**src/rtl/lens_transfer_matrix_accumulator_core_defines.svh**
```systemverilog
// ---------------------------------------------------------------------------
// Lens transfer matrix accumulator - assertion macros
// Shared concurrent assertion forms; clocked on clk, disabled while rst_n low.
// ---------------------------------------------------------------------------
`ifndef LENS_TRANSFER_MATRIX_ACCUMULATOR_CORE_DEFINES_SVH
`define LENS_TRANSFER_MATRIX_ACCUMULATOR_CORE_DEFINES_SVH

// Same-cycle implication
`define LTMA_ASSERT_IMP(lbl, ante, cons, msg) \
  lbl: assert property (@(posedge clk) disable iff (!rst_n) (ante) |-> (cons)) \
    else $error(msg);

// Next-cycle implication
`define LTMA_ASSERT_NXT(lbl, ante, cons, msg) \
  lbl: assert property (@(posedge clk) disable iff (!rst_n) (ante) |=> (cons)) \
    else $error(msg);

`endif

```
**src/rtl/ltma_pkg.sv**
```systemverilog
// ---------------------------------------------------------------------------
// ltma_pkg
// Types and constants shared by the lens transfer matrix accumulator.
// ---------------------------------------------------------------------------
package ltma_pkg;

  localparam int FRAC_BITS  = 16;
  localparam int IOR_W      = 19;
  localparam int RAD_W      = 32;
  localparam int THK_W      = 25;
  localparam int Q_W        = 32;
  localparam int AP_W       = 6;
  localparam int APB_AW     = 3;
  localparam int APB_DW     = 32;

  // Divider widths: numerator magnitude, shifted dividend, divisor magnitude
  localparam int NUM_W      = IOR_W;
  localparam int DVD_W      = NUM_W + FRAC_BITS;
  localparam int DEN_W      = 34;
  localparam int DIV_CNT_W  = $clog2(DVD_W + 1);

  // Product and scaled-product widths
  localparam int PROD_W     = 2 * Q_W;
  localparam int FS_W       = PROD_W - FRAC_BITS;
  localparam int SUM_W      = FS_W + 1;

  // Radius magnitudes at or below this are treated as flat (|r| <= 1e-4)
  localparam logic [RAD_W-1:0] FLAT_LIMIT = RAD_W'((1 << FRAC_BITS) / 10000);

  localparam logic signed [Q_W-1:0] QONE   = Q_W'(1 << FRAC_BITS);
  localparam logic signed [Q_W-1:0] S32MAX = 32'sh7fff_ffff;
  localparam logic signed [Q_W-1:0] S32MIN = 32'sh8000_0000;

  // Register addresses
  localparam logic [APB_AW-1:0] ADDR_APERTURE = 3'd0;

  // Matrix entry positions
  localparam int MA = 0;
  localparam int MB = 1;
  localparam int MC = 2;
  localparam int MD = 3;

  // Multiply sequence steps
  localparam logic [2:0] ST_PC_LO = 3'd0;
  localparam logic [2:0] ST_PC_HI = 3'd1;
  localparam logic [2:0] ST_PD_LO = 3'd2;
  localparam logic [2:0] ST_PD_HI = 3'd3;
  localparam logic [2:0] ST_NA    = 3'd4;
  localparam logic [2:0] ST_NB    = 3'd5;

  typedef struct packed {
    logic [IOR_W-1:0] n1;
    logic [IOR_W-1:0] n2;
    logic             rneg;
    logic [RAD_W-1:0] rmag;
    logic [THK_W-1:0] thick;
    logic             flat;
    logic             to_front;
    logic             last;
  } ltma_entry_t;

  typedef struct packed {
    logic             start;
    logic [NUM_W-1:0] num_mag;
    logic             num_neg;
    logic             den_neg;
    logic [DEN_W-1:0] den_mag;
  } ltma_div_req_t;

  typedef struct packed {
    logic                  done;
    logic signed [Q_W-1:0] quot;
    logic                  clip;
  } ltma_div_rsp_t;

  typedef struct packed {
    logic                  clip;
    logic signed [Q_W-1:0] val;
  } ltma_sat_t;

  typedef enum logic [3:0] {
    BK_IDLE, BK_D_GO, BK_D_WAIT, BK_DEN, BK_C_GO, BK_C_WAIT, BK_MUL, BK_ACC, BK_OUT
  } bk_state_t;

  // Product scaled down by FRAC_BITS, rounding toward minus infinity
  function automatic logic signed [FS_W-1:0] floor_scale(input logic signed [PROD_W-1:0] p);
    logic signed [PROD_W-1:0] s;
    s = p >>> FRAC_BITS;
    return s[FS_W-1:0];
  endfunction

  // Clip a sum to 32 bits
  function automatic ltma_sat_t sat32(input logic signed [SUM_W-1:0] v);
    ltma_sat_t r;
    if ((&v[SUM_W-1:Q_W-1]) || !(|v[SUM_W-1:Q_W-1])) begin
      r.clip = 1'b0;
      r.val  = v[Q_W-1:0];
    end else begin
      r.clip = 1'b1;
      r.val  = v[SUM_W-1] ? S32MIN : S32MAX;
    end
    return r;
  endfunction

endpackage

```
**src/rtl/ltma_queue.sv**
```systemverilog
// ---------------------------------------------------------------------------
// ltma_queue
// Two-entry queue of classified elements between front and back.
// ---------------------------------------------------------------------------
module ltma_queue import ltma_pkg::*; (
  input  logic        clk,
  input  logic        rst_n,
  input  logic        push,
  input  ltma_entry_t push_data,
  output logic        full,
  input  logic        pop,
  output logic        empty,
  output ltma_entry_t head
);

`include "lens_transfer_matrix_accumulator_core_defines.svh"

  ltma_entry_t mem_r [2];
  logic        wp_r, rp_r;
  logic [1:0]  cnt_r;

  assign full  = (cnt_r == 2'd2);
  assign empty = (cnt_r == 2'd0);
  assign head  = mem_r[rp_r];

  // Storage
  always_ff @(posedge clk) begin
    if (push) begin
      mem_r[wp_r] <= push_data;
    end
  end

  // Pointers and fill count
  always_ff @(posedge clk) begin
    if (!rst_n) begin
      wp_r  <= 1'b0;
      rp_r  <= 1'b0;
      cnt_r <= 2'd0;
    end else begin
      if (push) wp_r <= !wp_r;
      if (pop)  rp_r <= !rp_r;
      if (push && !pop)      cnt_r <= cnt_r + 2'd1;
      else if (pop && !push) cnt_r <= cnt_r - 2'd1;
    end
  end

  `LTMA_ASSERT_IMP(a_q_cnt_range, 1'b1, cnt_r != 2'd3, "queue count out of range")
  `LTMA_ASSERT_IMP(a_q_no_underflow, pop, cnt_r != 2'd0, "pop from empty queue")
  `LTMA_ASSERT_NXT(a_q_fill, push && !pop, cnt_r == $past(cnt_r) + 2'd1, "queue count lost")

endmodule

```
**config.mk**
```make
export PLATFORM = sky130hd
export DESIGN_NAME = ltma_queue
export DESIGN_NICKNAME = d
export VERILOG_FILES = /design/src/rtl/ltma_pkg.sv /design/src/rtl/ltma_queue.sv
export VERILOG_INCLUDE_DIRS = /design/src /design/src/rtl
export SDC_FILE = /design/constraint.sdc
export NUM_CORES = 1
export LEC_CHECK = 0
export ABC_AREA = 1
export ABC_CLOCK_PERIOD_IN_PS = 4900
export CORE_ASPECT_RATIO = 0.5
export CORE_MARGIN = 5
export CORE_UTILIZATION = 38
export DETAILED_ROUTE_END_ITERATION = 12
export DONT_BUFFER_PORTS = 1
export SLEW_MARGIN = 20
export SYNTH_ARGS = -nofsm -noshare
export SYNTH_HDL_FRONTEND = slang
export SYNTH_SLANG_ARGS = --single-unit
```
**constraint.sdc**
```tcl
create_clock -name clk -period 4.9 [get_ports clk]
set_input_delay 0.49 -clock clk [delete_from_list [all_inputs] [get_ports clk]]
set_output_delay 0.49 -clock clk [all_outputs]
set_load 0.01 [all_outputs]
```
==> run summary <==
hold crit path type = in -> reg
Post-Syn Nets = 447
die height = 109 um
critical-path cell list = buf_4 > mux2_2
Syn. warnings = 0
sequential area share after synthesis = 81.7%
Post-Syn Area per Cell = 21.6 um2
gpl congestion = 0.729
hold path depth = 0
WL per Instance = 21.2 um
CTS tree = done
drt via density = 4.72
hold_buf cts = 0
reg-to-reg endpoint = mem_r[1][46]$_DFFE_PP_
die width = 207 um
Final Cycle Share = 61.3%
drt pass-1 iters = 4
CP max stage cell = dfxtp_4
clk_lat worst skew = 0.49 ns
GRT Residual Overflow = 0
Synth Instances = 343
Post-CTS Setup Repair Bufs = 0
Max Slew Vio Count = 0
final setup fails = 0
Netlist cell types = 14
via count = 3,012
Starting DRT DRC Count = 173
outcome = complete, no violations
final setup TNS = 0 ns
Layout Nets = 462
post-CTS sizing = 0
share of cells above drive strength 1 = 36.3%
Reg2Reg Depth = 3
Worst Slack Setup Final = 1.90 ns
CP required = 4.41 ns
CTS clk-pin slew, worst paths = 0.06 ns
Rows = 36
worst ir drop on vdd = 0.228 mV
Startpoint Class = register
FF+latch count, synth = 203
initial core utilization = 38.4%
number of global-route vias before repair = 3,138
RSZ-0062 raised after global routing = false
FF+latch area = 6050 um2
Worst R2R Setup Slack = 2.83 ns
max cap viols = 0
clock sink count = 203
crit path time final = 3.00 ns
Diodes inserted = 0
Max Fclk = 333 MHz
residual DRC count = 0
CTS root buffer = clkbuf_16
PortBufs = 0
io pins = 204
post-DP HPWL = 8970 um
crit-path max cell delay = 0.97 ns
filler cell count = 1,706
area grow syn2layout = 12.9%
CP Max Fanout = 74
CTS max path bufs = 3
die area = 22,500 um2
leakage = 2.74 nW
relative max-transition margin = 29.6%
dpl ws = 2.36 ns
largest net degree at the start of global routing = 75
measured slew at the worst slew-check pin = 1.06 ns
Multi-input gate area = 1260 um2
endpoints failing hold = 0
crit end category = output port
final wirelength = 13,500 um
core box area = 19,300 um2
Total GRT Usage = 11.4%
hold worst-path end = mem_r[1][50]$_DFFE_PP_
global-route wire length before repair = 19,400 um
htree depth = 1
Num CTS Buffers = 20
Synth Cell Area = 7400 um2
Worst Hold Launch = push_data[50]
CP Class = reg -> out
antenna-violating nets left = 0
RR Startpoint = wp_r$_SDFFE_PN0P_
Power Dens Cells = 451 nW/um2
Arr. time, crit path = 2.51 ns
clock skew = 0.00693 ns
antenna violations before repair = 0
## routing by layer
layer  part of all wire [%]  global-route usage [%]
met1                     35                    11.7
met2                     56                    21.5
met3                    7.7                    5.26
met4                    2.1                    2.97
met5                      0                       0
## cells by family after synthesis
kind of cell	after synthesis	share of synthesized area, %
buf+inv	19	1.40
mux	99	15.6
simple gates	19	1.01
compound gates	2	0.135
fa+ha+maj	1	0.169
flops	203	81.7
## worst max path at each step
| stage | slack, ns | from | end | depth (start not counted) |
|---|---|---|---|---|
| 2_1_floorplan | 1.39 | push | mem_r[0][0]$_DFFE_PP_ | 2 |
| 3_3_place_gp | 2.39 | register | head[9] | 2 |
| 3_5_place_dp | 2.36 | register | head[98] | 2 |
| 4_1_cts | 1.82 | register | head[98] | 2 |
| 5_1_grt | 1.74 | register | head[8] | 2 |
| 6_report | 1.90 | register | head[95] | 2 |
## sequential cells by signal, summed over array words and instances, names as in the netlist, named ones only
name   cells
mem_r    198
wp_r       1
rp_r       1
cnt_r      2
## per-stage QoR
| stage | cell area (um2) | power [mW] | hold slack (ns) | utilization [%] | instances |
|---|---|---|---|---|---|
| 3_3_place_gp | 7700 | 2.31 | 0.476 | 40.0 | 602 |
| 6_report | 8350 | 3.77 | 0.0923 | 43.3 | 638 |
| 5_1_grt | 8350 | 3.93 | 0.0559 | 43.3 | 638 |
| 3_5_place_dp | 7700 | 2.32 | 0.491 | 40.0 | 602 |
| 2_1_floorplan | 7400 | 2.27 | 0.463 | - | 343 |
| 4_1_cts | 8350 | 3.83 | 0.0661 | 43.3 | 638 |
## worst max-delay path: cells and delay by family (launching register included)
family / cells / cell delay [ns]
flops: 1 / 0.97
buf+inv: 1 / 0.50
mux: 1 / 0.42
## final cells by class
type | instances | area share (%)
Multi-Input combinational cell | 121 | 15.1
Inverter | 8 | 0.390
Clock buffer | 23 | 6.38
Timing Repair Buffer | 4 | 0.360
Sequential cell | 203 | 72.4
Clock inverter | 13 | 1.38
Tap cell | 266 | 3.99
## layout by cell type, fill, tap and decap left out
master,instances
dfxtp_4,1
clkbuf_16,21
buf_4,4
clkinv_1,5
edfxtp_1,198
mux2_4,10
a21oi_1,1
nand2_1,8
o21ai_0,1
inv_1,7
nor2_1,8
clkbuf_1,2
inv_4,1
bufinv_16,2
dfxtp_1,4
clkinv_2,4
nor2_4,1
nand3_1,1
nand4_1,1
clkinvlp_4,1
clkinv_4,1
ha_1,1
mux2_2,89
## power breakdown
part / switching, mW / internal, mW
Clock: 0.614 / 0.886
Combinational: 0.132 / 0.0873
Sequential: 0.0383 / 2.01
## Yosys cell counts, drive strengths merged
library cell	count	area share [%]
nand3	1	0.068
nand2	8	0.41
o21ai	1	0.068
nand4	1	0.085
dfxtp	5	1.4
a21oi	1	0.068
mux2	99	16
nor2	9	0.46
buf	11	1.0
edfxtp	198	80
inv	8	0.41
ha	1	0.17
No activity file was read; power rests on OpenSTA's default activity.
