### src/rtl/lens_transfer_matrix_accumulator_core_defines.svh
// ---------------------------------------------------------------------------
// Lens transfer matrix accumulator - assertion macros
// Shared concurrent assertion forms; clocked on clk, disabled while rst_n low.
// ---------------------------------------------------------------------------
`ifndef LENS_TRANSFER_MATRIX_ACCUMULATOR_CORE_DEFINES_SVH
`define LENS_TRANSFER_MATRIX_ACCUMULATOR_CORE_DEFINES_SVH

// Same-cycle implication
`define LTMA_ASSERT_IMP(lbl, ante, cons, msg) \
  lbl: assert property (@(posedge clk) disable iff (!rst_n) (ante) |-> (cons)) \
    else $error(msg);

// Next-cycle implication
`define LTMA_ASSERT_NXT(lbl, ante, cons, msg) \
  lbl: assert property (@(posedge clk) disable iff (!rst_n) (ante) |=> (cons)) \
    else $error(msg);

`endif

### src/rtl/ltma_pkg.sv
// ---------------------------------------------------------------------------
// ltma_pkg
// Types and constants shared by the lens transfer matrix accumulator.
// ---------------------------------------------------------------------------
package ltma_pkg;

  localparam int FRAC_BITS  = 16;
  localparam int IOR_W      = 19;
  localparam int RAD_W      = 32;
  localparam int THK_W      = 25;
  localparam int Q_W        = 32;
  localparam int AP_W       = 6;
  localparam int APB_AW     = 3;
  localparam int APB_DW     = 32;

  // Divider widths: numerator magnitude, shifted dividend, divisor magnitude
  localparam int NUM_W      = IOR_W;
  localparam int DVD_W      = NUM_W + FRAC_BITS;
  localparam int DEN_W      = 34;
  localparam int DIV_CNT_W  = $clog2(DVD_W + 1);

  // Product and scaled-product widths
  localparam int PROD_W     = 2 * Q_W;
  localparam int FS_W       = PROD_W - FRAC_BITS;
  localparam int SUM_W      = FS_W + 1;

  // Radius magnitudes at or below this are treated as flat (|r| <= 1e-4)
  localparam logic [RAD_W-1:0] FLAT_LIMIT = RAD_W'((1 << FRAC_BITS) / 10000);

  localparam logic signed [Q_W-1:0] QONE   = Q_W'(1 << FRAC_BITS);
  localparam logic signed [Q_W-1:0] S32MAX = 32'sh7fff_ffff;
  localparam logic signed [Q_W-1:0] S32MIN = 32'sh8000_0000;

  // Register addresses
  localparam logic [APB_AW-1:0] ADDR_APERTURE = 3'd0;

  // Matrix entry positions
  localparam int MA = 0;
  localparam int MB = 1;
  localparam int MC = 2;
  localparam int MD = 3;

  // Multiply sequence steps
  localparam logic [2:0] ST_PC_LO = 3'd0;
  localparam logic [2:0] ST_PC_HI = 3'd1;
  localparam logic [2:0] ST_PD_LO = 3'd2;
  localparam logic [2:0] ST_PD_HI = 3'd3;
  localparam logic [2:0] ST_NA    = 3'd4;
  localparam logic [2:0] ST_NB    = 3'd5;

  typedef struct packed {
    logic [IOR_W-1:0] n1;
    logic [IOR_W-1:0] n2;
    logic             rneg;
    logic [RAD_W-1:0] rmag;
    logic [THK_W-1:0] thick;
    logic             flat;
    logic             to_front;
    logic             last;
  } ltma_entry_t;

  typedef struct packed {
    logic             start;
    logic [NUM_W-1:0] num_mag;
    logic             num_neg;
    logic             den_neg;
    logic [DEN_W-1:0] den_mag;
  } ltma_div_req_t;

  typedef struct packed {
    logic                  done;
    logic signed [Q_W-1:0] quot;
    logic                  clip;
  } ltma_div_rsp_t;

  typedef struct packed {
    logic                  clip;
    logic signed [Q_W-1:0] val;
  } ltma_sat_t;

  typedef enum logic [3:0] {
    BK_IDLE, BK_D_GO, BK_D_WAIT, BK_DEN, BK_C_GO, BK_C_WAIT, BK_MUL, BK_ACC, BK_OUT
  } bk_state_t;

  // Product scaled down by FRAC_BITS, rounding toward minus infinity
  function automatic logic signed [FS_W-1:0] floor_scale(input logic signed [PROD_W-1:0] p);
    logic signed [PROD_W-1:0] s;
    s = p >>> FRAC_BITS;
    return s[FS_W-1:0];
  endfunction

  // Clip a sum to 32 bits
  function automatic ltma_sat_t sat32(input logic signed [SUM_W-1:0] v);
    ltma_sat_t r;
    if ((&v[SUM_W-1:Q_W-1]) || !(|v[SUM_W-1:Q_W-1])) begin
      r.clip = 1'b0;
      r.val  = v[Q_W-1:0];
    end else begin
      r.clip = 1'b1;
      r.val  = v[SUM_W-1] ? S32MIN : S32MAX;
    end
    return r;
  endfunction

endpackage

### src/rtl/ltma_if.sv
// ---------------------------------------------------------------------------
// ltma_in_if / ltma_out_if
// Valid/ready channels for lens elements and for emitted matrix pairs.
// ---------------------------------------------------------------------------
interface ltma_in_if;
  logic                valid;
  logic                ready;
  logic [18:0]         prev_ior;
  logic [18:0]         cur_ior;
  logic signed [31:0]  surface_radius;
  logic [24:0]         element_thickness;
  logic                is_stop;
  logic                last;

  modport source (output valid, prev_ior, cur_ior, surface_radius, element_thickness,
                  is_stop, last, input ready);
  modport sink   (input valid, prev_ior, cur_ior, surface_radius, element_thickness,
                  is_stop, last, output ready);
endinterface


### src/rtl/ltma_front.sv
// ---------------------------------------------------------------------------
// ltma_front
// Accepts lens elements, holds the aperture register, numbers the elements
// and classifies each one (flat surface, front or rear matrix).
// ---------------------------------------------------------------------------
module ltma_front import ltma_pkg::*; #(
  parameter int MAX_ELEMENTS = 64
) (
  input  logic               clk,
  input  logic               rst_n,
  ltma_in_if.sink            in_ch,
  input  logic               psel,
  input  logic               penable,
  input  logic               pwrite,
  input  logic [APB_AW-1:0]  paddr,
  input  logic [APB_DW-1:0]  pwdata,
  output logic [APB_DW-1:0]  prdata,
  output logic               pready,
  input  logic               q_full,
  output logic               q_push,
  output ltma_entry_t        q_data
);

  localparam int CNT_W = $clog2(MAX_ELEMENTS + 1);
  localparam int CMP_W = (CNT_W + 1 > AP_W) ? CNT_W + 1 : AP_W;

  logic [AP_W-1:0]  ap_r;
  logic [CNT_W-1:0] cnt_r, cnt_nxt;
  logic [CMP_W-1:0] pos;
  logic [RAD_W-1:0] rmag;
  logic             ap_sel;

  // Register port; word decode ignores the byte offset
  assign ap_sel = (paddr[APB_AW-1:2] == ADDR_APERTURE[APB_AW-1:2]);
  assign pready = 1'b1;
  assign prdata = ap_sel ? APB_DW'(ap_r) : '0;

  always_ff @(posedge clk) begin
    if (!rst_n) begin
      ap_r <= '0;
    end else if (psel && penable && pwrite && ap_sel) begin
      ap_r <= pwdata[AP_W-1:0];
    end
  end

  // Handshake into the queue
  assign in_ch.ready = !q_full;
  assign q_push      = in_ch.valid && !q_full;

  // Classification
  assign rmag = in_ch.surface_radius[RAD_W-1] ? RAD_W'(-in_ch.surface_radius)
                                              : RAD_W'(in_ch.surface_radius);
  assign pos  = CMP_W'(cnt_r) + CMP_W'(1);

  always_comb begin
    q_data.n1       = in_ch.prev_ior;
    q_data.n2       = in_ch.cur_ior;
    q_data.rneg     = in_ch.surface_radius[RAD_W-1];
    q_data.rmag     = rmag;
    q_data.thick    = in_ch.element_thickness;
    q_data.flat     = in_ch.is_stop || (rmag <= FLAT_LIMIT);
    q_data.to_front = (ap_r != '0) && (pos < CMP_W'(ap_r));
    q_data.last     = in_ch.last;
  end

  // Element counter, saturating, cleared by the last element
  always_comb begin
    cnt_nxt = cnt_r;
    if (q_push) begin
      if (in_ch.last) begin
        cnt_nxt = '0;
      end else if (cnt_r < CNT_W'(MAX_ELEMENTS)) begin
        cnt_nxt = cnt_r + CNT_W'(1);
      end
    end
  end

  always_ff @(posedge clk) begin
    if (!rst_n) begin
      cnt_r <= '0;
    end else begin
      cnt_r <= cnt_nxt;
    end
  end

endmodule

### src/flat_wrapper.sv
// flat-port wrapper written by rule: the top's interface ports become plain ports
module ltma_front_flat import ltma_pkg::*;
#(
  parameter int MAX_ELEMENTS = 64
)
  (clk, rst_n, psel, penable, pwrite, paddr, pwdata, prdata, pready, q_full, q_push, q_data, in_ch_valid, in_ch_prev_ior, in_ch_cur_ior, in_ch_surface_radius, in_ch_element_thickness, in_ch_is_stop, in_ch_last, in_ch_ready);
  ltma_in_if in_ch_i ();
  input  logic clk;
  input  logic rst_n;
  input  logic psel;
  input  logic penable;
  input  logic pwrite;
  input  logic [APB_AW-1:0] paddr;
  input  logic [APB_DW-1:0] pwdata;
  output logic [APB_DW-1:0] prdata;
  output logic pready;
  input  logic q_full;
  output logic q_push;
  output ltma_entry_t q_data;
  input wire logic [$bits(in_ch_i.valid)-1:0] in_ch_valid;
  input wire logic [$bits(in_ch_i.prev_ior)-1:0] in_ch_prev_ior;
  input wire logic [$bits(in_ch_i.cur_ior)-1:0] in_ch_cur_ior;
  input wire logic [$bits(in_ch_i.surface_radius)-1:0] in_ch_surface_radius;
  input wire logic [$bits(in_ch_i.element_thickness)-1:0] in_ch_element_thickness;
  input wire logic [$bits(in_ch_i.is_stop)-1:0] in_ch_is_stop;
  input wire logic [$bits(in_ch_i.last)-1:0] in_ch_last;
  output wire logic [$bits(in_ch_i.ready)-1:0] in_ch_ready;
  assign in_ch_i.valid = in_ch_valid;
  assign in_ch_i.prev_ior = in_ch_prev_ior;
  assign in_ch_i.cur_ior = in_ch_cur_ior;
  assign in_ch_i.surface_radius = in_ch_surface_radius;
  assign in_ch_i.element_thickness = in_ch_element_thickness;
  assign in_ch_i.is_stop = in_ch_is_stop;
  assign in_ch_i.last = in_ch_last;
  assign in_ch_ready = in_ch_i.ready;
  ltma_front #(.MAX_ELEMENTS(MAX_ELEMENTS)) u_core (.clk(clk), .rst_n(rst_n), .in_ch(in_ch_i), .psel(psel), .penable(penable), .pwrite(pwrite), .paddr(paddr), .pwdata(pwdata), .prdata(prdata), .pready(pready), .q_full(q_full), .q_push(q_push), .q_data(q_data));
endmodule
### config.mk
export PLATFORM = sky130hd
export DESIGN_NAME = ltma_front_flat
export DESIGN_NICKNAME = d
export VERILOG_FILES = /design/src/rtl/lens_transfer_matrix_accumulator_core_defines.svh /design/src/rtl/ltma_pkg.sv /design/src/rtl/ltma_if.sv /design/src/rtl/ltma_front.sv /design/src/flat_wrapper.sv
export SDC_FILE = /design/constraint.sdc
export NUM_CORES = 1
export LEC_CHECK = 0
export BUFFER_PORTS_ARGS = -buffer_cell sky130_fd_sc_hd__buf_2
export CAP_MARGIN = 20
export CORE_AREA = 3 3 106 108
export DETAILED_ROUTE_END_ITERATION = 8
export DIE_AREA = 0 0 109 111
export PLACE_DENSITY = 0.69
export SLEW_MARGIN = 20
export SYNTH_ARGS = -nofsm -noshare
export SYNTH_HDL_FRONTEND = slang
export SYNTH_SLANG_ARGS = --single-unit
### constraint.sdc
create_clock -name clk -period 3.2 [get_ports clk]
set_clock_uncertainty 0.2 [all_clocks]
set_input_delay 0.16 -clock clk [delete_from_list [all_inputs] [get_ports clk]]
set_output_delay 0.16 -clock clk [all_outputs]
set_load 0.02 [all_outputs]
==> flow_results.org <==
** Synth
- Avg Synthesized Cell Area :: 7.59 sq um
- Synth cell types :: 58
- Of all flip-flops after synthesis, the portion carrying an async set or reset was 0.
- Number of enable flip-flop cells after synthesis :: 0
- Synthesis Warnings :: 0
- Cell area after technology mapping :: 2580 sq um
- In the synthesized netlist, the number of instances is 340.
- The synthesized design contains 13 register bits.
- Top FF cell, synth :: sky130_fd_sc_hd__dfxtp_1
- Fraction of the yosys area taken by sequential cells :: 0.101

** Clock tree
- The tree built by TritonCTS fans out to 13 sinks.
- Clock tree from TritonCTS :: done
- Number of buffers created by CTS :: 3
- Post-CTS clock slew at the launch and capture registers of the worst setup and hold paths :: 0.05 ns
- Clock tree buffer depth :: 2
- CTS Root Buffer Type :: sky130_fd_sc_hd__clkbuf_8
- Clk_lat worst skew :: 0.25 ns
- In this run the number of H-tree levels came out at 1.

** Place
- Summed over all nets, the half-perimeter wirelength after detailed placement is 5380 um.
- Final GP Congestion :: 0.780
- I/O Buffers :: 91
- Setup WS pre-CTS :: 0.109 ns

** Worst hold path
- Hold Crit Class :: input pin to flip-flop
- In this run the most critical hold path is launched from q_full.
- Worst Hold Path EP :: u_core.cnt_r[6]
- Hold-critical path depth :: 4

** Layout
- Summing all multi-input logic gate instances after layout gives 1590 sq um.
- Area Growth Syn to Fin :: 3.39%
- Area taken by flip-flops and latches :: 260 sq um
- Share of final-layout standard cells stronger than drive strength 1 :: 0.311
- Count of antenna diodes in the layout :: 0
- Fill count :: 1132
- The final layout contains 515 nets.

** Global route
- Vias in the first global route :: 2162
- The initial antenna violation count is 1.
- In the global route stage, overall resource usage came out at 0.0971.
- For this run, global-route usage on met3 was measured as 0.0163.
- In the global route stage, met1 resource usage came out at 0.0967.
- Largest net degree at the start of global routing :: 24
- For met2 alone, demand over resource in global routing was 0.188.
- Total congestion overflow :: 0
- Most Crowded Layer GR :: met2
- Wire length of the first global-routing pass :: 9920 um

** Floorplanning
- Vertical die dimension :: 111 um
- The initial utilization of the core area, before any placement, comes to 0.250.
- The die covers 12100 sq um.
- Number of top-level pins :: 273
- Die width :: 109 um
- Total number of placement rows :: 37
- The region available for standard cell placement spans 10300 sq um.

** Worst setup path
- Category of the worst setup path launch point :: input pin
- The worst register-to-register path has a depth of 6.
- Arrival time at the worst endpoint :: 2.61 ns
- Crit. End Element :: output port
- Crit Path Class :: input pin to output port
- Of all nets on the critical path, the largest fanout is 7.
- In this run the critical register-to-register path is captured at u_core.cnt_r[2].
- Data on the critical path is required at its endpoint by 2.84 ns.
- Reg2reg setup slack :: 1.44 ns
- The startpoint identified for the worst register-to-register timing path is u_core.cnt_r[6].

** Pwr
- Overall power :: 0.638 mW
- Static power due to leakage :: 1.21 nW
- For this design the ratio of total power to cell area is 239 nW/um^2.
- Max rail drop VDD :: 0.000222 V

** STA
- Worst setup margin :: 0.226 ns
- Setup violations remaining at the end of the flow were counted as 0.
- Unrepaired setup endpoints after global routing :: no
- Post-layout minimum cycle time :: 2.97 ns
- Final period util :: 0.929
- Max Clock Freq :: 336 MHz
- For the pin with the worst max-slew slack, the measured transition is 0.607 ns.
- The number of pins exceeding their max-slew limit in the final report was 0.
- Aggregate negative setup slack :: 0 ns
- Measured against its own limit, the worst slew margin works out to 0.592.
- The final-report hold violation count was 0.

** Routing
- The final route contains 2314 vias.
- Iteration count of the initial detailed-routing pass :: 4
- The routed design has 6400 um of wire.
- Once detail routing completed, the nets flagged for antenna violations numbered 0.
- After detailed routing, the number of remaining DRC violations is 0.
- Using the TritonRoute via totals, the vias-per-cell ratio works out to 4.60.
- Number of DRC markers after the initial detailed-route iteration :: 144
- WL per Instance :: 12.7 um

** Run status
- Outcome :: completed

** Run
- Max-cap violations in this run came to 0.
[stage by stage]
stage          instance area (sq um)  utilization  hold WS [ns]  cells
3_5_place_dp                    2550        0.247         0.120    492
3_3_place_gp                    2550        0.247         0.120    492
5_1_grt                         2670        0.258        0.0414    503
2_1_floorplan                   2670            -        0.0882    365
6_report                        2670        0.258        0.0239    503
4_1_cts                         2650        0.257        0.0222    502
[cell usage after synthesis, types with 2 or more instances]
cell | number | area share
sky130_fd_sc_hd__buf_4 | 94 | 0.27
sky130_fd_sc_hd__xnor2_1 | 25 | 0.085
sky130_fd_sc_hd__nor2_1 | 21 | 0.031
sky130_fd_sc_hd__nand2_1 | 16 | 0.023
sky130_fd_sc_hd__o21ai_0 | 14 | 0.027
sky130_fd_sc_hd__dfxtp_1 | 13 | 0.10
sky130_fd_sc_hd__nor2b_1 | 13 | 0.032
sky130_fd_sc_hd__inv_1 | 10 | 0.015
sky130_fd_sc_hd__a21oi_1 | 8 | 0.016
sky130_fd_sc_hd__ha_1 | 8 | 0.039
sky130_fd_sc_hd__nand3_1 | 8 | 0.016
sky130_fd_sc_hd__nor3_1 | 8 | 0.016
sky130_fd_sc_hd__xor2_1 | 8 | 0.027
sky130_fd_sc_hd__clkbuf_1 | 7 | 0.010
sky130_fd_sc_hd__a31oi_1 | 6 | 0.015
sky130_fd_sc_hd__mux2i_1 | 6 | 0.023
sky130_fd_sc_hd__nor4_1 | 6 | 0.015
sky130_fd_sc_hd__o31ai_1 | 6 | 0.017
sky130_fd_sc_hd__and3_1 | 4 | 0.0097
sky130_fd_sc_hd__nand2b_1 | 4 | 0.0097
sky130_fd_sc_hd__or3_1 | 4 | 0.0097
sky130_fd_sc_hd__clkbuf_8 | 3 | 0.016
sky130_fd_sc_hd__nand4b_1 | 3 | 0.010
sky130_fd_sc_hd__a22oi_1 | 2 | 0.0058
sky130_fd_sc_hd__and2_1 | 2 | 0.0048
sky130_fd_sc_hd__conb_1 | 2 | 0.0029
sky130_fd_sc_hd__nand4_1 | 2 | 0.0048
sky130_fd_sc_hd__nor3b_1 | 2 | 0.0058
sky130_fd_sc_hd__nor4_2 | 2 | 0.0097
sky130_fd_sc_hd__o21a_1 | 2 | 0.0058
sky130_fd_sc_hd__o21ai_1 | 2 | 0.0039
sky130_fd_sc_hd__o41ai_1 | 2 | 0.0068
sky130_fd_sc_hd__o41ai_2 | 2 | 0.013
[metal layers]
layer | routed length (um) | vias to the layer above | part of all wire
met5 | 13 | - | 0.0020
met1 | 2280 | 1031 | 0.36
met4 | 229 | 2 | 0.036
met2 | 3290 | 136 | 0.51
met3 | 585 | 37 | 0.091
li1 | - | 1108 | -
[flip-flops by register name (all words and copies together), names as in the netlist]
register,count
u_core.cnt_r,7
u_core.ap_r,6
[cell usage in the layout, fill, tap and decap left out, drive strengths merged, types with 3 or more instances in the layout]
| cell | instances |
|---|---|
| dfxtp | 13 |
| nand2b | 4 |
| nor4 | 9 |
| o21ai | 17 |
| nor3 | 8 |
| a21oi | 8 |
| or3 | 4 |
| o31ai | 7 |
| dlygate4sd3 | 6 |
| nand3 | 8 |
| nor3b | 3 |
| xor2 | 8 |
| conb | 27 |
| nand4b | 3 |
| inv | 10 |
| o41ai | 4 |
| ha | 8 |
| nor2b | 13 |
| xnor2 | 25 |
| nand4 | 4 |
| and3 | 4 |
| nand2 | 16 |
| buf | 98 |
| mux2i | 6 |
| clkbuf | 4 |
| nor2 | 21 |
| a31oi | 6 |
[area by class of cell]
cell class,count,share of cell area
clock buffer,4,0.0169
inverter,10,0.0141
sequential,13,0.0976
multi-input combinational,236,0.595
tap,136,0.0638
timing repair buffer,104,0.213
[timing repair]
item	CTS	global route
hold buffers	6	0
endpoints found under the hold margin	6	0
resized for setup	0	1
setup buffers	0	1
setup endpoints to repair	0	1
[logic make-up after synthesis]
| group | Yosys count | share of synthesized area |
|---|---|---|
| compound gates | 55 | 0.147 |
| xor+xnor | 33 | 0.112 |
| fa+ha+maj | 8 | 0.0388 |
| buf+inv | 116 | 0.323 |
| flops | 13 | 0.101 |
| mux | 7 | 0.0276 |
| other cells | 2 | 0.00291 |
| simple gates | 106 | 0.247 |
[worst max-delay path: stages]
cell and delay [ns]:
sky130_fd_sc_hd__buf_2 0.12, sky130_fd_sc_hd__inv_1 0.09, sky130_fd_sc_hd__ha_1 0.29, sky130_fd_sc_hd__or4b_1 0.47, sky130_fd_sc_hd__a2111oi_0 0.42, sky130_fd_sc_hd__a41oi_1 0.11
sky130_fd_sc_hd__nor3_1 0.16, sky130_fd_sc_hd__nand4bb_1 0.15, sky130_fd_sc_hd__and4b_1 0.30, sky130_fd_sc_hd__a41o_1 0.19, sky130_fd_sc_hd__buf_2 0.17
[worst max path at each step]
stage	startpoint	to	slack [ns]	cells after the start
after floorplan	in_ch_surface_radius[2]	q_data[2]	0.51	8
after global placement	in_ch_surface_radius[0]	q_data[2]	0.24	11
after detailed placement	in_ch_surface_radius[0]	q_data[2]	0.11	11
after CTS	in_ch_surface_radius[0]	q_data[2]	0.11	11
after global routing	in_ch_surface_radius[0]	q_data[2]	0.05	11
final	in_ch_surface_radius[0]	q_data[2]	0.23	11
[report_power, final]
group          leakage, nW  internal, mW  total (mW)  switching [mW]
combinational         1.08         0.116       0.324           0.208
sequential           0.105         0.164       0.166         0.00195
clock               0.0228        0.0881       0.148          0.0600
Power figures use the tool's default switching activity.
