===== config.mk =====
export PLATFORM = sky130hd
export DESIGN_NAME = ltma_div
export DESIGN_NICKNAME = d
export VERILOG_FILES = /design/src/rtl/lens_transfer_matrix_accumulator_core_defines.svh /design/src/rtl/ltma_pkg.sv /design/src/rtl/ltma_div.sv
export SDC_FILE = /design/constraint.sdc
export NUM_CORES = 1
export LEC_CHECK = 0
export ABC_AREA = 0
export BUFFER_PORTS_ARGS = -buffer_cell sky130_fd_sc_hd__buf_2
export CORE_ASPECT_RATIO = 0.5
export CORE_MARGIN = 1.5
export CORE_UTILIZATION = 50
export DETAILED_ROUTE_END_ITERATION = 8
export HOLD_SLACK_MARGIN = 0.08
export PLACE_DENSITY = 0.79
export SETUP_SLACK_MARGIN = 0.1
export SYNTH_ARGS = -nofsm -noshare
export SYNTH_HDL_FRONTEND = slang
export SYNTH_SLANG_ARGS = --single-unit

===== constraint.sdc =====
create_clock -name clk -period 4.27 [get_ports clk]
set_clock_uncertainty 0.1 [all_clocks]
set_input_delay 0.427 -clock clk [delete_from_list [all_inputs] [get_ports clk]]
set_output_delay 0.427 -clock clk [all_outputs]
set_load 0.02 [all_outputs]

===== src/rtl/lens_transfer_matrix_accumulator_core_defines.svh =====
// ---------------------------------------------------------------------------
// Lens transfer matrix accumulator - assertion macros
// Shared concurrent assertion forms; clocked on clk, disabled while rst_n low.
// ---------------------------------------------------------------------------
`ifndef LENS_TRANSFER_MATRIX_ACCUMULATOR_CORE_DEFINES_SVH
`define LENS_TRANSFER_MATRIX_ACCUMULATOR_CORE_DEFINES_SVH

// Same-cycle implication
`define LTMA_ASSERT_IMP(lbl, ante, cons, msg) \
  lbl: assert property (@(posedge clk) disable iff (!rst_n) (ante) |-> (cons)) \
    else $error(msg);

// Next-cycle implication
`define LTMA_ASSERT_NXT(lbl, ante, cons, msg) \
  lbl: assert property (@(posedge clk) disable iff (!rst_n) (ante) |=> (cons)) \
    else $error(msg);

`endif


===== src/rtl/ltma_pkg.sv =====
// ---------------------------------------------------------------------------
// ltma_pkg
// Types and constants shared by the lens transfer matrix accumulator.
// ---------------------------------------------------------------------------
package ltma_pkg;

  localparam int FRAC_BITS  = 16;
  localparam int IOR_W      = 19;
  localparam int RAD_W      = 32;
  localparam int THK_W      = 25;
  localparam int Q_W        = 32;
  localparam int AP_W       = 6;
  localparam int APB_AW     = 3;
  localparam int APB_DW     = 32;

  // Divider widths: numerator magnitude, shifted dividend, divisor magnitude
  localparam int NUM_W      = IOR_W;
  localparam int DVD_W      = NUM_W + FRAC_BITS;
  localparam int DEN_W      = 34;
  localparam int DIV_CNT_W  = $clog2(DVD_W + 1);

  // Product and scaled-product widths
  localparam int PROD_W     = 2 * Q_W;
  localparam int FS_W       = PROD_W - FRAC_BITS;
  localparam int SUM_W      = FS_W + 1;

  // Radius magnitudes at or below this are treated as flat (|r| <= 1e-4)
  localparam logic [RAD_W-1:0] FLAT_LIMIT = RAD_W'((1 << FRAC_BITS) / 10000);

  localparam logic signed [Q_W-1:0] QONE   = Q_W'(1 << FRAC_BITS);
  localparam logic signed [Q_W-1:0] S32MAX = 32'sh7fff_ffff;
  localparam logic signed [Q_W-1:0] S32MIN = 32'sh8000_0000;

  // Register addresses
  localparam logic [APB_AW-1:0] ADDR_APERTURE = 3'd0;

  // Matrix entry positions
  localparam int MA = 0;
  localparam int MB = 1;
  localparam int MC = 2;
  localparam int MD = 3;

  // Multiply sequence steps
  localparam logic [2:0] ST_PC_LO = 3'd0;
  localparam logic [2:0] ST_PC_HI = 3'd1;
  localparam logic [2:0] ST_PD_LO = 3'd2;
  localparam logic [2:0] ST_PD_HI = 3'd3;
  localparam logic [2:0] ST_NA    = 3'd4;
  localparam logic [2:0] ST_NB    = 3'd5;

  typedef struct packed {
    logic [IOR_W-1:0] n1;
    logic [IOR_W-1:0] n2;
    logic             rneg;
    logic [RAD_W-1:0] rmag;
    logic [THK_W-1:0] thick;
    logic             flat;
    logic             to_front;
    logic             last;
  } ltma_entry_t;

  typedef struct packed {
    logic             start;
    logic [NUM_W-1:0] num_mag;
    logic             num_neg;
    logic             den_neg;
    logic [DEN_W-1:0] den_mag;
  } ltma_div_req_t;

  typedef struct packed {
    logic                  done;
    logic signed [Q_W-1:0] quot;
    logic                  clip;
  } ltma_div_rsp_t;

  typedef struct packed {
    logic                  clip;
    logic signed [Q_W-1:0] val;
  } ltma_sat_t;

  typedef enum logic [3:0] {
    BK_IDLE, BK_D_GO, BK_D_WAIT, BK_DEN, BK_C_GO, BK_C_WAIT, BK_MUL, BK_ACC, BK_OUT
  } bk_state_t;

  // Product scaled down by FRAC_BITS, rounding toward minus infinity
  function automatic logic signed [FS_W-1:0] floor_scale(input logic signed [PROD_W-1:0] p);
    logic signed [PROD_W-1:0] s;
    s = p >>> FRAC_BITS;
    return s[FS_W-1:0];
  endfunction

  // Clip a sum to 32 bits
  function automatic ltma_sat_t sat32(input logic signed [SUM_W-1:0] v);
    ltma_sat_t r;
    if ((&v[SUM_W-1:Q_W-1]) || !(|v[SUM_W-1:Q_W-1])) begin
      r.clip = 1'b0;
      r.val  = v[Q_W-1:0];
    end else begin
      r.clip = 1'b1;
      r.val  = v[SUM_W-1] ? S32MIN : S32MAX;
    end
    return r;
  endfunction

endpackage


===== src/rtl/ltma_div.sv =====
// ---------------------------------------------------------------------------
// ltma_div
// Radix-2 restoring divider for (num << FRAC_BITS) / den, truncating toward
// zero, with 32-bit saturation and a zero-divisor result.
// ---------------------------------------------------------------------------
module ltma_div import ltma_pkg::*; (
  input  logic          clk,
  input  logic          rst_n,
  input  ltma_div_req_t req,
  output ltma_div_rsp_t rsp
);

  localparam logic [DVD_W-1:0] POS_LIM = DVD_W'(64'h7fff_ffff);
  localparam logic [DVD_W-1:0] NEG_LIM = DVD_W'(64'h8000_0000);

  logic                 busy_r, fin_r;
  logic [DIV_CNT_W-1:0] cnt_r;
  logic [DVD_W-1:0]     dvd_r, quo_r;
  logic [DEN_W-1:0]     rem_r, den_r;
  logic                 neg_r, nneg_r;
  ltma_div_rsp_t        rsp_r;
  logic [DEN_W:0]       trial, diff;
  logic                 ge;
  logic [Q_W-1:0]       qlo;

  assign rsp = rsp_r;

  // One quotient bit per cycle while busy
  assign trial = {rem_r, dvd_r[DVD_W-1]};
  assign diff  = trial - {1'b0, den_r};
  assign ge    = (trial >= {1'b0, den_r});
  assign qlo   = quo_r[Q_W-1:0];

  always_ff @(posedge clk) begin
    if (busy_r) begin
      rem_r <= ge ? diff[DEN_W-1:0] : trial[DEN_W-1:0];
      quo_r <= {quo_r[DVD_W-2:0], ge};
      dvd_r <= {dvd_r[DVD_W-2:0], 1'b0};
    end else if (req.start) begin
      rem_r  <= '0;
      quo_r  <= '0;
      dvd_r  <= {req.num_mag, {FRAC_BITS{1'b0}}};
      den_r  <= req.den_mag;
      neg_r  <= req.num_neg ^ req.den_neg;
      nneg_r <= req.num_neg;
    end
  end

  // Sequencing and saturated result
  always_ff @(posedge clk) begin
    if (!rst_n) begin
      busy_r     <= 1'b0;
      fin_r      <= 1'b0;
      cnt_r      <= '0;
      rsp_r.done <= 1'b0;
      rsp_r.quot <= '0;
      rsp_r.clip <= 1'b0;
    end else begin
      rsp_r.done <= 1'b0;
      fin_r      <= 1'b0;
      if (busy_r) begin
        cnt_r <= cnt_r - DIV_CNT_W'(1);
        if (cnt_r == DIV_CNT_W'(1)) begin
          busy_r <= 1'b0;
          fin_r  <= 1'b1;
        end
      end else if (fin_r) begin
        rsp_r.done <= 1'b1;
        if (neg_r) begin
          rsp_r.clip <= (quo_r > NEG_LIM);
          rsp_r.quot <= (quo_r > NEG_LIM) ? S32MIN : -$signed(qlo);
        end else begin
          rsp_r.clip <= (quo_r > POS_LIM);
          rsp_r.quot <= (quo_r > POS_LIM) ? S32MAX : $signed(qlo);
        end
      end else if (req.start) begin
        if (req.den_mag == '0) begin
          rsp_r.done <= 1'b1;
          rsp_r.clip <= 1'b1;
          rsp_r.quot <= req.num_neg ? S32MIN : S32MAX;
        end else begin
          busy_r <= 1'b1;
          cnt_r  <= DIV_CNT_W'(DVD_W);
        end
      end
    end
  end

  `LTMA_ASSERT_IMP(a_div_excl, busy_r, !fin_r, "divider busy and finishing together")
  `LTMA_ASSERT_NXT(a_div_fin, busy_r && cnt_r == DIV_CNT_W'(1), fin_r, "divider missed finish")
  `LTMA_ASSERT_NXT(a_div_done, fin_r, rsp_r.done, "divider result not posted")

endmodule


==> results of run 1 <==
-- worst max-delay path: cells and delay by family, from the launching register on --
kind                     cells  cell delay [ns]
AO/OA/AOI/OAI                4             1.18
XOR/XNOR                     1             0.15
adder cells (fa/ha/maj)      2             0.56
buffers and inverters        3             0.28
flip-flops                   1             0.40
AND/OR/NAND/NOR              3             0.52
-- cell usage in the layout (no fill, tap or decap), types with 16 or more instances in the layout --
cell type	netlist	final
edfxtp_1	123	123
buf_2	7	91
nor2_1	85	85
o21ai_0	75	75
a21oi_1	67	66
nand2_1	65	65
inv_1	49	49
dfxtp_1	42	41
ha_1	38	38
and2_1	35	35
xnor2_1	25	25
nand4_1	21	21
nor3_1	19	19
mux2i_1	19	19
mux2_2	18	18
nor4_1	17	17
clkbuf_16	0	17
dlygate4sd3_1	0	16
-- power by group through the flow --
stage / sequential, mW / clock [mW] / combinational, mW
after detailed placement: 2.08 / 0 / 1.23
after global routing: 2.07 / 1.62 / 1.40
after global placement: 2.07 / 0 / 1.20
after floorplan: 2.04 / 0 / 0.947
after CTS: 2.04 / 1.55 / 1.26
final: 2.05 / 1.54 / 1.28
-- layout make-up --
type                            count  area, um^2
Inverter                           50         188
Tap cell                          234         293
Sequential cell                   165        4540
Timing Repair Buffer              119         706
Fill cell                        1437        7090
Clock inverter                     15         155
Clock buffer                       17         425
Multi-Input combinational cell    672        4350
-- routing by layer --
metal / routed length (um) / GRT usage (%) / vias to the layer above
met1: 10300 / 32.8 / 3689
met4: 435 / 8.11 / 0
li1: - / - / 3625
met3: 1740 / 5.26 / 42
met5: 0 / 0 / -
met2: 11000 / 40.3 / 319
-- metrics by stage --
step,std cells,instance area [um^2],worst slack (ns),power [mW]
floorplan,932,9250,1.12,2.98
global placement,1224,9910,0.963,3.27
detailed placement,1224,9910,0.892,3.31
CTS,1271,10600,0.850,4.85
global route,1272,10700,0.650,5.08
finish,1272,10700,0.816,4.87
-- cells by family (layout without fill, tap and decap cells) --
family | Yosys count | in the layout | synth area share [%]
AOI/OAI and AO/OA | 241 | 241 | 16.1
xor gates and xnor gates | 40 | 40 | 3.79
adders and majority gates | 39 | 39 | 5.36
buffers and inverters | 95 | 201 | 4.19
DFF | 165 | 165 | 49.0
muxes | 37 | 37 | 4.25
and+or+nand+nor | 315 | 315 | 17.4
-- how the worst max path moves through the flow --
stage | startpoint | endpoint | slack (ns)
2_1_floorplan | rem_r[12] | rem_r[14] | 1.12
3_3_place_gp | rem_r[15] | rem_r[15] | 0.96
3_5_place_dp | dvd_r[34] | rem_r[32] | 0.89
4_1_cts | dvd_r[34] | rem_r[32] | 0.85
5_1_grt | quo_r[9] | rsp[30] | 0.65
6_report | dvd_r[34] | rem_r[32] | 0.82
-- repair_timing --
| item | in CTS | in global routing |
|---|---|---|
| hold buffers | 15 | 1 |
| endpoints found under the hold margin | 15 | 1 |
| gates resized for setup | 0 | 0 |
-- sequential cells by signal (all words and copies together) (netlist names) --
name / flops
fin_r: 1
cnt_r: 6
rsp: 34
rem_r: 34
neg_r: 1
dvd_r: 19
quo_r: 35
den_r: 34
busy_r: 1
==> results.sh, run 1 <==
export IMPL_status="completed"
export IMPL_power_density_nw_per_um2=457
export IMPL_r2r_end="rem_r[32]"
export IMPL_synth_async_sr_flop_share_pct=0
export IMPL_synthTopCellsByArea="edfxtp_1 (40%), dfxtp_1 (9.1%), ha_1 (5.1%), o21ai_0 (4.1%), a21oi_1 (3.6%)"
export IMPL_clk_insertion_delay_late_ns=0.44
export IMPL_diodes=0
export IMPL_io_pins=92
export IMPL_io_buffers=91
export IMPL_utilization_pct=60.1
export IMPL_critPathLaunchType="register"
export IMPL_pwr_share_seq_pct=42.1
export IMPL_tritoncts="built"
export IMPL_syn_area_um2=9250
export IMPL_leakage_nw=4.31
export IMPL_critPathSlowestCell="fa_1"
export IMPL_die_height_um=99.2
export IMPL_holdPathEnd="den_r[13]"
export IMPL_syn_to_final_growth_pct=15.2
export IMPL_cts_buffer_depth=2
export IMPL_dieArea_um2=19400
export IMPL_cts_setup_buffers=0
export IMPL_rr_worst_depth=13
export IMPL_hold_viol_final=0
export IMPL_yosys_area_top_type="edfxtp_1"
export IMPL_avgSynthCellArea_um2=9.93
export IMPL_synth_distinct_cells=68
export IMPL_worstSetupPathType="register to register"
export IMPL_critPathRequiredTime_ns=4.36
export IMPL_first_pass_iters=6
export IMPL_setup_viol=0
export IMPL_drt_iter0_markers=797
export IMPL_fin_crit_ns=3.45
export IMPL_grt_pass1_wl_um=37500
export IMPL_avgRoutedWirePerCell_um=18.5
export IMPL_worst_pin_slew_ns=1.01
export IMPL_path_cells="inv_1 > ha_1 > inv_1 > fa_1 > a21o_1 > a311oi_1 > nor4_1 > buf_4 > o31ai_1 > nor4bb_1 > nor2_1 > xor2_1 > a22o_1"
export IMPL_routed_wl_um=23500
export IMPL_timing_rr_start="dvd_r[34]"
export IMPL_synth_edff_count=123
export IMPL_relSlewSlack_pct=32.4
export IMPL_setup_tns_final_ns=0
export IMPL_yosysSeqAreaShare_pct=49.0
export IMPL_max_freq_ghz=0.290
export IMPL_ys_flop_type="edfxtp_1"
export IMPL_gr_total_overflow=0
export IMPL_ff2ff_setup_slack_ns=0.82
export IMPL_crit_arrival_ns=3.54
export IMPL_critPathMaxFanout=5
export IMPL_root_buffer="clkbuf_16"
export IMPL_fin_crit_sh_pct=80.9
export IMPL_yosys_top_cells_count="edfxtp_1 (123), nor2_1 (85), o21ai_0 (75)"
export IMPL_nNetsFinal=1122
export IMPL_yosysMostFrequentCell="edfxtp_1"
export IMPL_rsz0062_at_grt="false"
export IMPL_hold_path_class="primary input to register"
export IMPL_drc=0
export IMPL_drive_gt1_share_pct=16.6
export IMPL_ir_drop_mv=0.290
export IMPL_yosys_warnings=0
export IMPL_cts_buffers=17
export IMPL_swShare_pct=33.9
export IMPL_postRouteAntennaNets=0
export IMPL_whs_ns=0.0894
export IMPL_viasPerCell=6.03
export IMPL_yosys_area_top_type_share_pct=39.9
export IMPL_routabilityCongestion=1.02
export IMPL_coreArea_um2=17700
export IMPL_crit_path_end_kind="register"
export IMPL_num_rows=34
export IMPL_synth_cells=932
export IMPL_power_switching_mw=1.65
export IMPL_dp_hpwl_um=15900
export IMPL_vias=7675
export IMPL_start_util_pct=52.2
export IMPL_clk_pin_slew_worst_paths_ns=0.07
export IMPL_pwr_share_comb_pct=26.3
export IMPL_path_common_cell="inv_1"
export IMPL_htree_levels=4
export IMPL_critPathMaxStageDelay_ns=0.41
export IMPL_slew_violations=0
export IMPL_p_clk_share_pct=31.6
export IMPL_grt_usage_pct=24.6
export IMPL_antenna_found_initial=0
export IMPL_cts_sinks=165
export IMPL_max_cap_violations=0
export IMPL_grt_max_degree=57
export IMPL_yosys_register_bits=165
export IMPL_p_int_mw=3.22
export IMPL_hold_start="req[13]"
export IMPL_grt_pass1_vias=7265
export IMPL_die_x_um=195
export IMPL_hold_depth=1
export IMPL_syn_num_nets=1029
No activity file was read; power rests on OpenSTA's default activity.
==> run 2, diff against run 1 <==
--- a/config.mk
+++ b/config.mk
@@ -5,7 +5,7 @@
 export SDC_FILE = /design/constraint.sdc
 export NUM_CORES = 1
 export LEC_CHECK = 0
-export ABC_AREA = 0
+export ABC_AREA = 1
 export BUFFER_PORTS_ARGS = -buffer_cell sky130_fd_sc_hd__buf_2
 export CORE_ASPECT_RATIO = 0.5
 export CORE_MARGIN = 1.5
==> constraint.sdc (replaced) <==
create_clock -name clk -period 3.22 [get_ports clk]
set_clock_uncertainty 0.1 [all_clocks]
set_input_delay 0.322 -clock clk [delete_from_list [all_inputs] [get_ports clk]]
set_output_delay 0.322 -clock clk [all_outputs]
set_load 0.02 [all_outputs]
==> run 2 against run 1 <==
Worst hold slack improved by 0.0046 ns. First-iteration DRC count shrank 15%. Final area up 20%. Critical path depth fell by 1. Via count is 31% higher. Synthesized area grew 19%. Cell count increased by 58%. Sequential share of layout area fell by 7.2 points. Sequential power grew 31%. Combinational power increased by 48%. Die area is 19% higher. Synthesized cell count is 68% higher.
==> results.sh, run 2 <==
export IMPL_status="completed"
export IMPL_die_x_um=213
export IMPL_hold_path_class="primary input to register"
export IMPL_synth_edff_count=123
export IMPL_fin_crit_sh_pct=87.4
export IMPL_synthTopCellsByArea="edfxtp_1 (33%), nand2_1 (18%), inv_1 (8.1%), dfxtp_1 (7.6%), nor2_1 (7.6%)"
export IMPL_critPathCapture="rsp[23]"
export IMPL_routabilityCongestion=1.00
export IMPL_grt_usage_pct=24.5
export IMPL_cp_top_family="simple AND/OR/NAND/NOR gates"
export IMPL_clk_pin_slew_worst_paths_ns=0.07
export IMPL_worstSetupPathType="register to register"
export IMPL_gr_total_overflow=0
export IMPL_yosys_warnings=0
export IMPL_syn_to_final_growth_pct=16.2
export IMPL_synth_async_sr_flop_share_pct=0
export IMPL_htree_levels=4
export IMPL_yosysMostFrequentCell="nand2_1"
export IMPL_ir_drop_mv=0.382
export IMPL_r2r_end="rsp[23]"
export IMPL_cts_buffers=17
export IMPL_antenna_found_initial=0
export IMPL_avgRoutedWirePerCell_um=13.7
export IMPL_critPathSlowestCell="edfxtp_1"
export IMPL_grt_max_degree=76
export IMPL_ff2ff_setup_slack_ns=0.41
export IMPL_drive_gt1_share_pct=11.0
export IMPL_viasPerCell=5.01
export IMPL_routed_wl_um=27400
export IMPL_critPathMaxFanout=21
export IMPL_drc=0
export IMPL_yosys_top_cells_count="nand2_1 (528), inv_1 (239), nor2_1 (223)"
export IMPL_postRouteAntennaNets=0
export IMPL_relSlewSlack_pct=44.4
export IMPL_drt_iter0_markers=681
export IMPL_dp_hpwl_um=19000
export IMPL_vias=10100
export IMPL_yosysSeqAreaShare_pct=41.1
export IMPL_tritoncts="built"
export IMPL_grt_pass1_vias=9423
export IMPL_cts_repair_resized=0
export IMPL_cp_num_buf_inv=1
export IMPL_synth_cells=1563
export IMPL_dieArea_um2=23000
export IMPL_cts_buffer_depth=2
export IMPL_critPathLaunchType="register"
export IMPL_first_pass_iters=7
export IMPL_final_common_cell="nand2_1"
export IMPL_fin_crit_ns=2.81
export IMPL_num_rows=38
export IMPL_nFillCells=2021
export IMPL_hold_start="req[34]"
export IMPL_utilization_pct=59.2
export IMPL_worst_pin_slew_ns=0.835
export IMPL_yosys_register_bits=165
export IMPL_yosys_area_top_type="edfxtp_1"
export IMPL_max_freq_ghz=0.355
export IMPL_critPathMaxStageDelay_ns=0.53
export IMPL_power_density_nw_per_um2=514
export IMPL_syn_area_um2=11000
export IMPL_largest_register_ffs=35
export IMPL_root_buffer="clkbuf_16"
export IMPL_rsz0062_at_grt="false"
export IMPL_grt_pass1_wl_um=44800
export IMPL_timing_rr_start="quo_r[0]"
export IMPL_nNetsFinal=1791
export IMPL_setup_tns_final_ns=0
export IMPL_hold_viol_final=0
export IMPL_top_register="quo_r"
export IMPL_io_pins=92
export IMPL_startpoint="quo_r[0]"
export IMPL_postCtsHoldBufs=52
export IMPL_slew_violations=0
export IMPL_critPathRequiredTime_ns=3.49
export IMPL_crit_arrival_ns=3.09
export IMPL_diodes=0
export IMPL_avgSynthCellArea_um2=7.07
export IMPL_path_cells="inv_1 > ha_1 > nand2_2 > nor2_4 > nand2_2 > nor2_2 > nand2_1 > nand2_2 > nand2_2 > o21ai_0 > nand2_1 > a21oi_1"
export IMPL_setup_viol=0
export IMPL_ys_flop_type="edfxtp_1"
export IMPL_cp_depth=12
export IMPL_start_util_pct=50.9
export IMPL_synth_distinct_cells=40
export IMPL_mostFrequentLayoutCells="nand2_1 (527), inv_1 (239), nor2_1 (221)"
export IMPL_yosys_area_top_type_share_pct=33.4
export IMPL_leakage_nw=6.50
export IMPL_cts_sinks=165
export IMPL_path_common_cell="nand2_2"
export IMPL_die_height_um=108
export IMPL_crit_path_end_kind="register"
export IMPL_cts_setup_buffers=0
export IMPL_rr_worst_depth=12
export IMPL_syn_num_nets=1660
export IMPL_coreArea_um2=21700
export IMPL_clk_insertion_delay_late_ns=0.44
export IMPL_io_buffers=91
export IMPL_max_cap_violations=0
==> run 2: changes by cell type after synthesis, sizes merged, moves of 19 or more <==
cell / change
and2: -29
mux2i: -19
o21bai: +22
nor2: +148
nand2: +473
nand3: +44
inv: +190
==> run 2: area by class of cell <==
| cell class | count | area (um^2) | share of cell area [%] |
|---|---|---|---|
| Clock buffer | 20 | 468 | 3.65 |
| Tap cell | 300 | 375 | 2.93 |
| Sequential cell | 165 | 4540 | 35.4 |
| Timing Repair Buffer | 155 | 1070 | 8.31 |
| Inverter | 242 | 911 | 7.10 |
| Multi-Input combinational cell | 1113 | 5360 | 41.8 |
| Clock inverter | 12 | 110 | 0.858 |
==> run 2: how the worst min path moves through the flow <==
stage                      to  slack, ns  cells after the start
detailed placement   cnt_r[5]       0.36                      2
global route            neg_r       0.09                      2
CTS                 dvd_r[34]       0.09                      3
global placement     cnt_r[5]       0.35                      2
finish                  neg_r       0.09                      2
floorplan            den_r[0]       0.32                      0
==> run 2: worst register-to-register path: stages, from the launching register on <==
cell	delay (ns)
edfxtp_1	0.53
inv_1	0.16
ha_1	0.23
nand2_2	0.11
nor2_4	0.15
nand2_2	0.11
nor2_2	0.11
nand2_1	0.07
nand2_2	0.21
nand2_2	0.45
o21ai_0	0.33
nand2_1	0.08
a21oi_1	0.12
==> run 2: logic make-up (layout without fill, tap and decap cells) <==
group | count (synthesis) | after routing | synth area share (%)
compound gates | 168 | 168 | 9.12
xor+xnor | 35 | 35 | 2.78
buf+inv | 285 | 429 | 10.5
flops | 165 | 165 | 41.1
simple gates | 871 | 871 | 32.0
fa+ha+maj | 39 | 39 | 4.49
==> run 2: where the power goes <==
part           internal, mW  total, mW  leakage, nW  switching (mW)
combinational         0.652       1.89         4.62            1.24
clock                  1.08       2.02        0.286           0.943
sequential             2.53       2.68         1.60           0.147
total                  4.27       6.59         6.50            2.32
==> run 2: per-stage QoR <==
step                      cell area (um^2)  hold slack (ns)  cells  total power [mW]  worst slack [ns]
after floorplan                      11000            0.321   1563              4.12             0.649
after global placement               11700            0.352   1923              4.50             0.446
after detailed placement             11700            0.363   1923              4.53             0.424
after CTS                            12800           0.0875   2007              6.59             0.411
after global routing                 12800           0.0936   2007              6.96             0.189
final                                12800           0.0939   2007              6.59             0.406
==> run 2: routing by layer <==
layer  global-route usage, %  share of wire (%)  routed length [um]
met4                    7.75                2.4                 660
met2                    42.4                 47               13000
met5                       0                  0                   0
met1                    31.5                 45               12500
met3                    3.95                4.7                1300
==> run 3, diff against run 2 <==
==> constraint.sdc (replaced) <==
create_clock -name clk -period 3.08 [get_ports clk]
set_clock_uncertainty 0.1 [all_clocks]
set_input_delay 0.308 -clock clk [delete_from_list [all_inputs] [get_ports clk]]
set_output_delay 0.308 -clock clk [all_outputs]
set_load 0.02 [all_outputs]
==> run 3 against run 2 <==
Count of clock-buffer cells in the layout is 2 lower. Global-route usage grew 0.61 points. Register-to-register slack improved by 0.03 ns. Combinational power grew 4%. Sequential power grew 4%. Critical path depth unchanged. Maximum frequency rose by 6.5%. Via count fell by 0.71%. Die area did not move. First-iteration DRC count increased by 11%. Critical path type unchanged. Largest power group unchanged. Highest routed layer unchanged.
==> results.sh, run 3 (synthesized netlist as in run 2, its figures left out) <==
export IMPL_postRouteAntennaNets=0
export IMPL_multi_input_area_um2=5360
export IMPL_setup_viol=0
export IMPL_fin_crit_ns=2.64
export IMPL_cts_buffer_depth=2
export IMPL_status="completed"
export IMPL_start_util_pct=50.9
export IMPL_dpl_worst_slack_ns=0.422
export IMPL_leakage_nw=6.53
export IMPL_critPathLaunchType="register"
export IMPL_critPathRequiredTime_ns=3.37
export IMPL_path_common_cell="nand2_2"
export IMPL_rsz0062_at_grt="false"
export IMPL_gr_total_overflow=0
export IMPL_die_x_um=213
export IMPL_routabilityCongestion=1.00
export IMPL_largest_register_ffs=35
export IMPL_io_pins=92
export IMPL_slew_violations=0
export IMPL_seq_area_um2=4540
export IMPL_vias=9994
export IMPL_final_common_cell="nand2_1"
export IMPL_cts_sinks=165
export IMPL_critPathSlowestCell="edfxtp_1"
export IMPL_nFillCells=1987
export IMPL_fin_area_um2=12900
export IMPL_ff2ff_setup_slack_ns=0.44
export IMPL_clk_insertion_delay_late_ns=0.46
export IMPL_first_pass_iters=6
export IMPL_viasPerCell=4.96
export IMPL_nNetsFinal=1795
export IMPL_clk_pin_slew_worst_paths_ns=0.07
export IMPL_critPathMaxFanout=21
export IMPL_top_register="quo_r"
export IMPL_critPathMaxStageDelay_ns=0.51
export IMPL_crit_path_end_kind="register"
export IMPL_utilization_pct=59.4
export IMPL_grt_pass1_vias=9298
export IMPL_ir_drop_mv=0.444
export IMPL_grt_pass1_wl_um=45500
export IMPL_cts_buffers=17
export IMPL_htree_levels=4
export IMPL_place_inst=1924
export IMPL_fin_cells=2014
export IMPL_pwr_share_seq_pct=40.8
export IMPL_num_rows=38
export IMPL_drt_iter0_markers=758
export IMPL_hold_path_class="primary input to register"
export IMPL_whs_ns=0.135
export IMPL_hold_viol_final=0
export IMPL_routed_wl_um=27400
export IMPL_tritoncts="built"
export IMPL_worst_pin_slew_ns=0.813
export IMPL_power_density_nw_per_um2=534
export IMPL_crit_arrival_ns=2.93
export IMPL_fin_ws_ns=0.438
export IMPL_grt_max_degree=75
export IMPL_die_height_um=108
export IMPL_antenna_found_initial=3
export IMPL_p_int_mw=4.47
export IMPL_max_freq_ghz=0.379
export IMPL_setup_tns_final_ns=0
export IMPL_power_switching_mw=2.40
export IMPL_syn_to_final_growth_pct=16.6
export IMPL_dieArea_um2=23000
export IMPL_drc=0
export IMPL_total_power_mw=6.88
export IMPL_avgRoutedWirePerCell_um=13.6
export IMPL_coreArea_um2=21700
export IMPL_dp_hpwl_um=19000
export IMPL_fin_crit_sh_pct=85.8
export IMPL_p_clk_share_pct=30.5
export IMPL_relSlewSlack_pct=45.8
export IMPL_io_buffers=91
export IMPL_path_cells="inv_1 > ha_1 > nand2_2 > nor2_4 > nand2_2 > nor2_2 > nand2_1 > nand2_2 > nand2_2 > o21ai_1 > nand2_1 > a21oi_2"
export IMPL_dpl_cell_area_um2=11800
export IMPL_mostFrequentLayoutCells="nand2_1 (527), inv_1 (239), nor2_1 (221)"
export IMPL_worstSetupPathType="register to register"
export IMPL_swShare_pct=34.9
export IMPL_root_buffer="clkbuf_16"
export IMPL_drive_gt1_share_pct=11.0
export IMPL_pwr_share_comb_pct=28.7
export IMPL_max_cap_violations=0
export IMPL_grt_usage_pct=25.1
[run 3: final cells by class]
cell class / instances / area share, %
flip-flops and latches: 165 / 35.2
clock inverters: 14 / 1.11
multi-input cells: 1113 / 41.6
well taps: 300 / 2.91
diodes: 3 / 0.0583
clock buffers: 18 / 3.33
inverters: 242 / 7.07
repair buffers: 159 / 8.66
[run 3: what timing repair did]
action	in CTS	in global routing
resized for setup	0	0
buffers inserted	0	0
hold endpoints to repair	54	0
hold buffers	55	0
[run 3: final timing paths]
path,to,startpoint,depth (start not counted)
worst max register to register,rsp[20],quo_r[0],12
worst max-delay path,rsp[20],quo_r[0],12
worst min-delay path,busy_r,rst_n,3
worst min register to register,cnt_r[5],cnt_r[5],2
[run 3: critical path: cells and delay by family, from the launching register on]
family | cells | cell delay, ns
adders and majority gates | 1 | 0.23
AOI/OAI and AO/OA | 2 | 0.44
and+or+nand+nor | 8 | 1.11
buffers and inverters | 1 | 0.15
DFF | 1 | 0.51
[run 3: power by group through the flow]
| stage | sequential (mW) | combinational, mW | clock [mW] |
|---|---|---|---|
| 5_1_grt | 2.83 | 2.23 | 2.21 |
| 4_1_cts | 2.80 | 1.96 | 2.13 |
| 2_1_floorplan | 2.81 | 1.49 | 0 |
| 3_3_place_gp | 2.84 | 1.87 | 0 |
| 3_5_place_dp | 2.85 | 1.88 | 0 |
| 6_report | 2.80 | 1.97 | 2.10 |
[run 3: layer usage]
metal	vias to the layer above	routed length, um	GRT usage (%)
met4	0	780	11.0
li1	5157	-	-
met1	4514	12500	32.0
met2	265	12900	42.2
met5	-	0	0
met3	58	1260	4.30
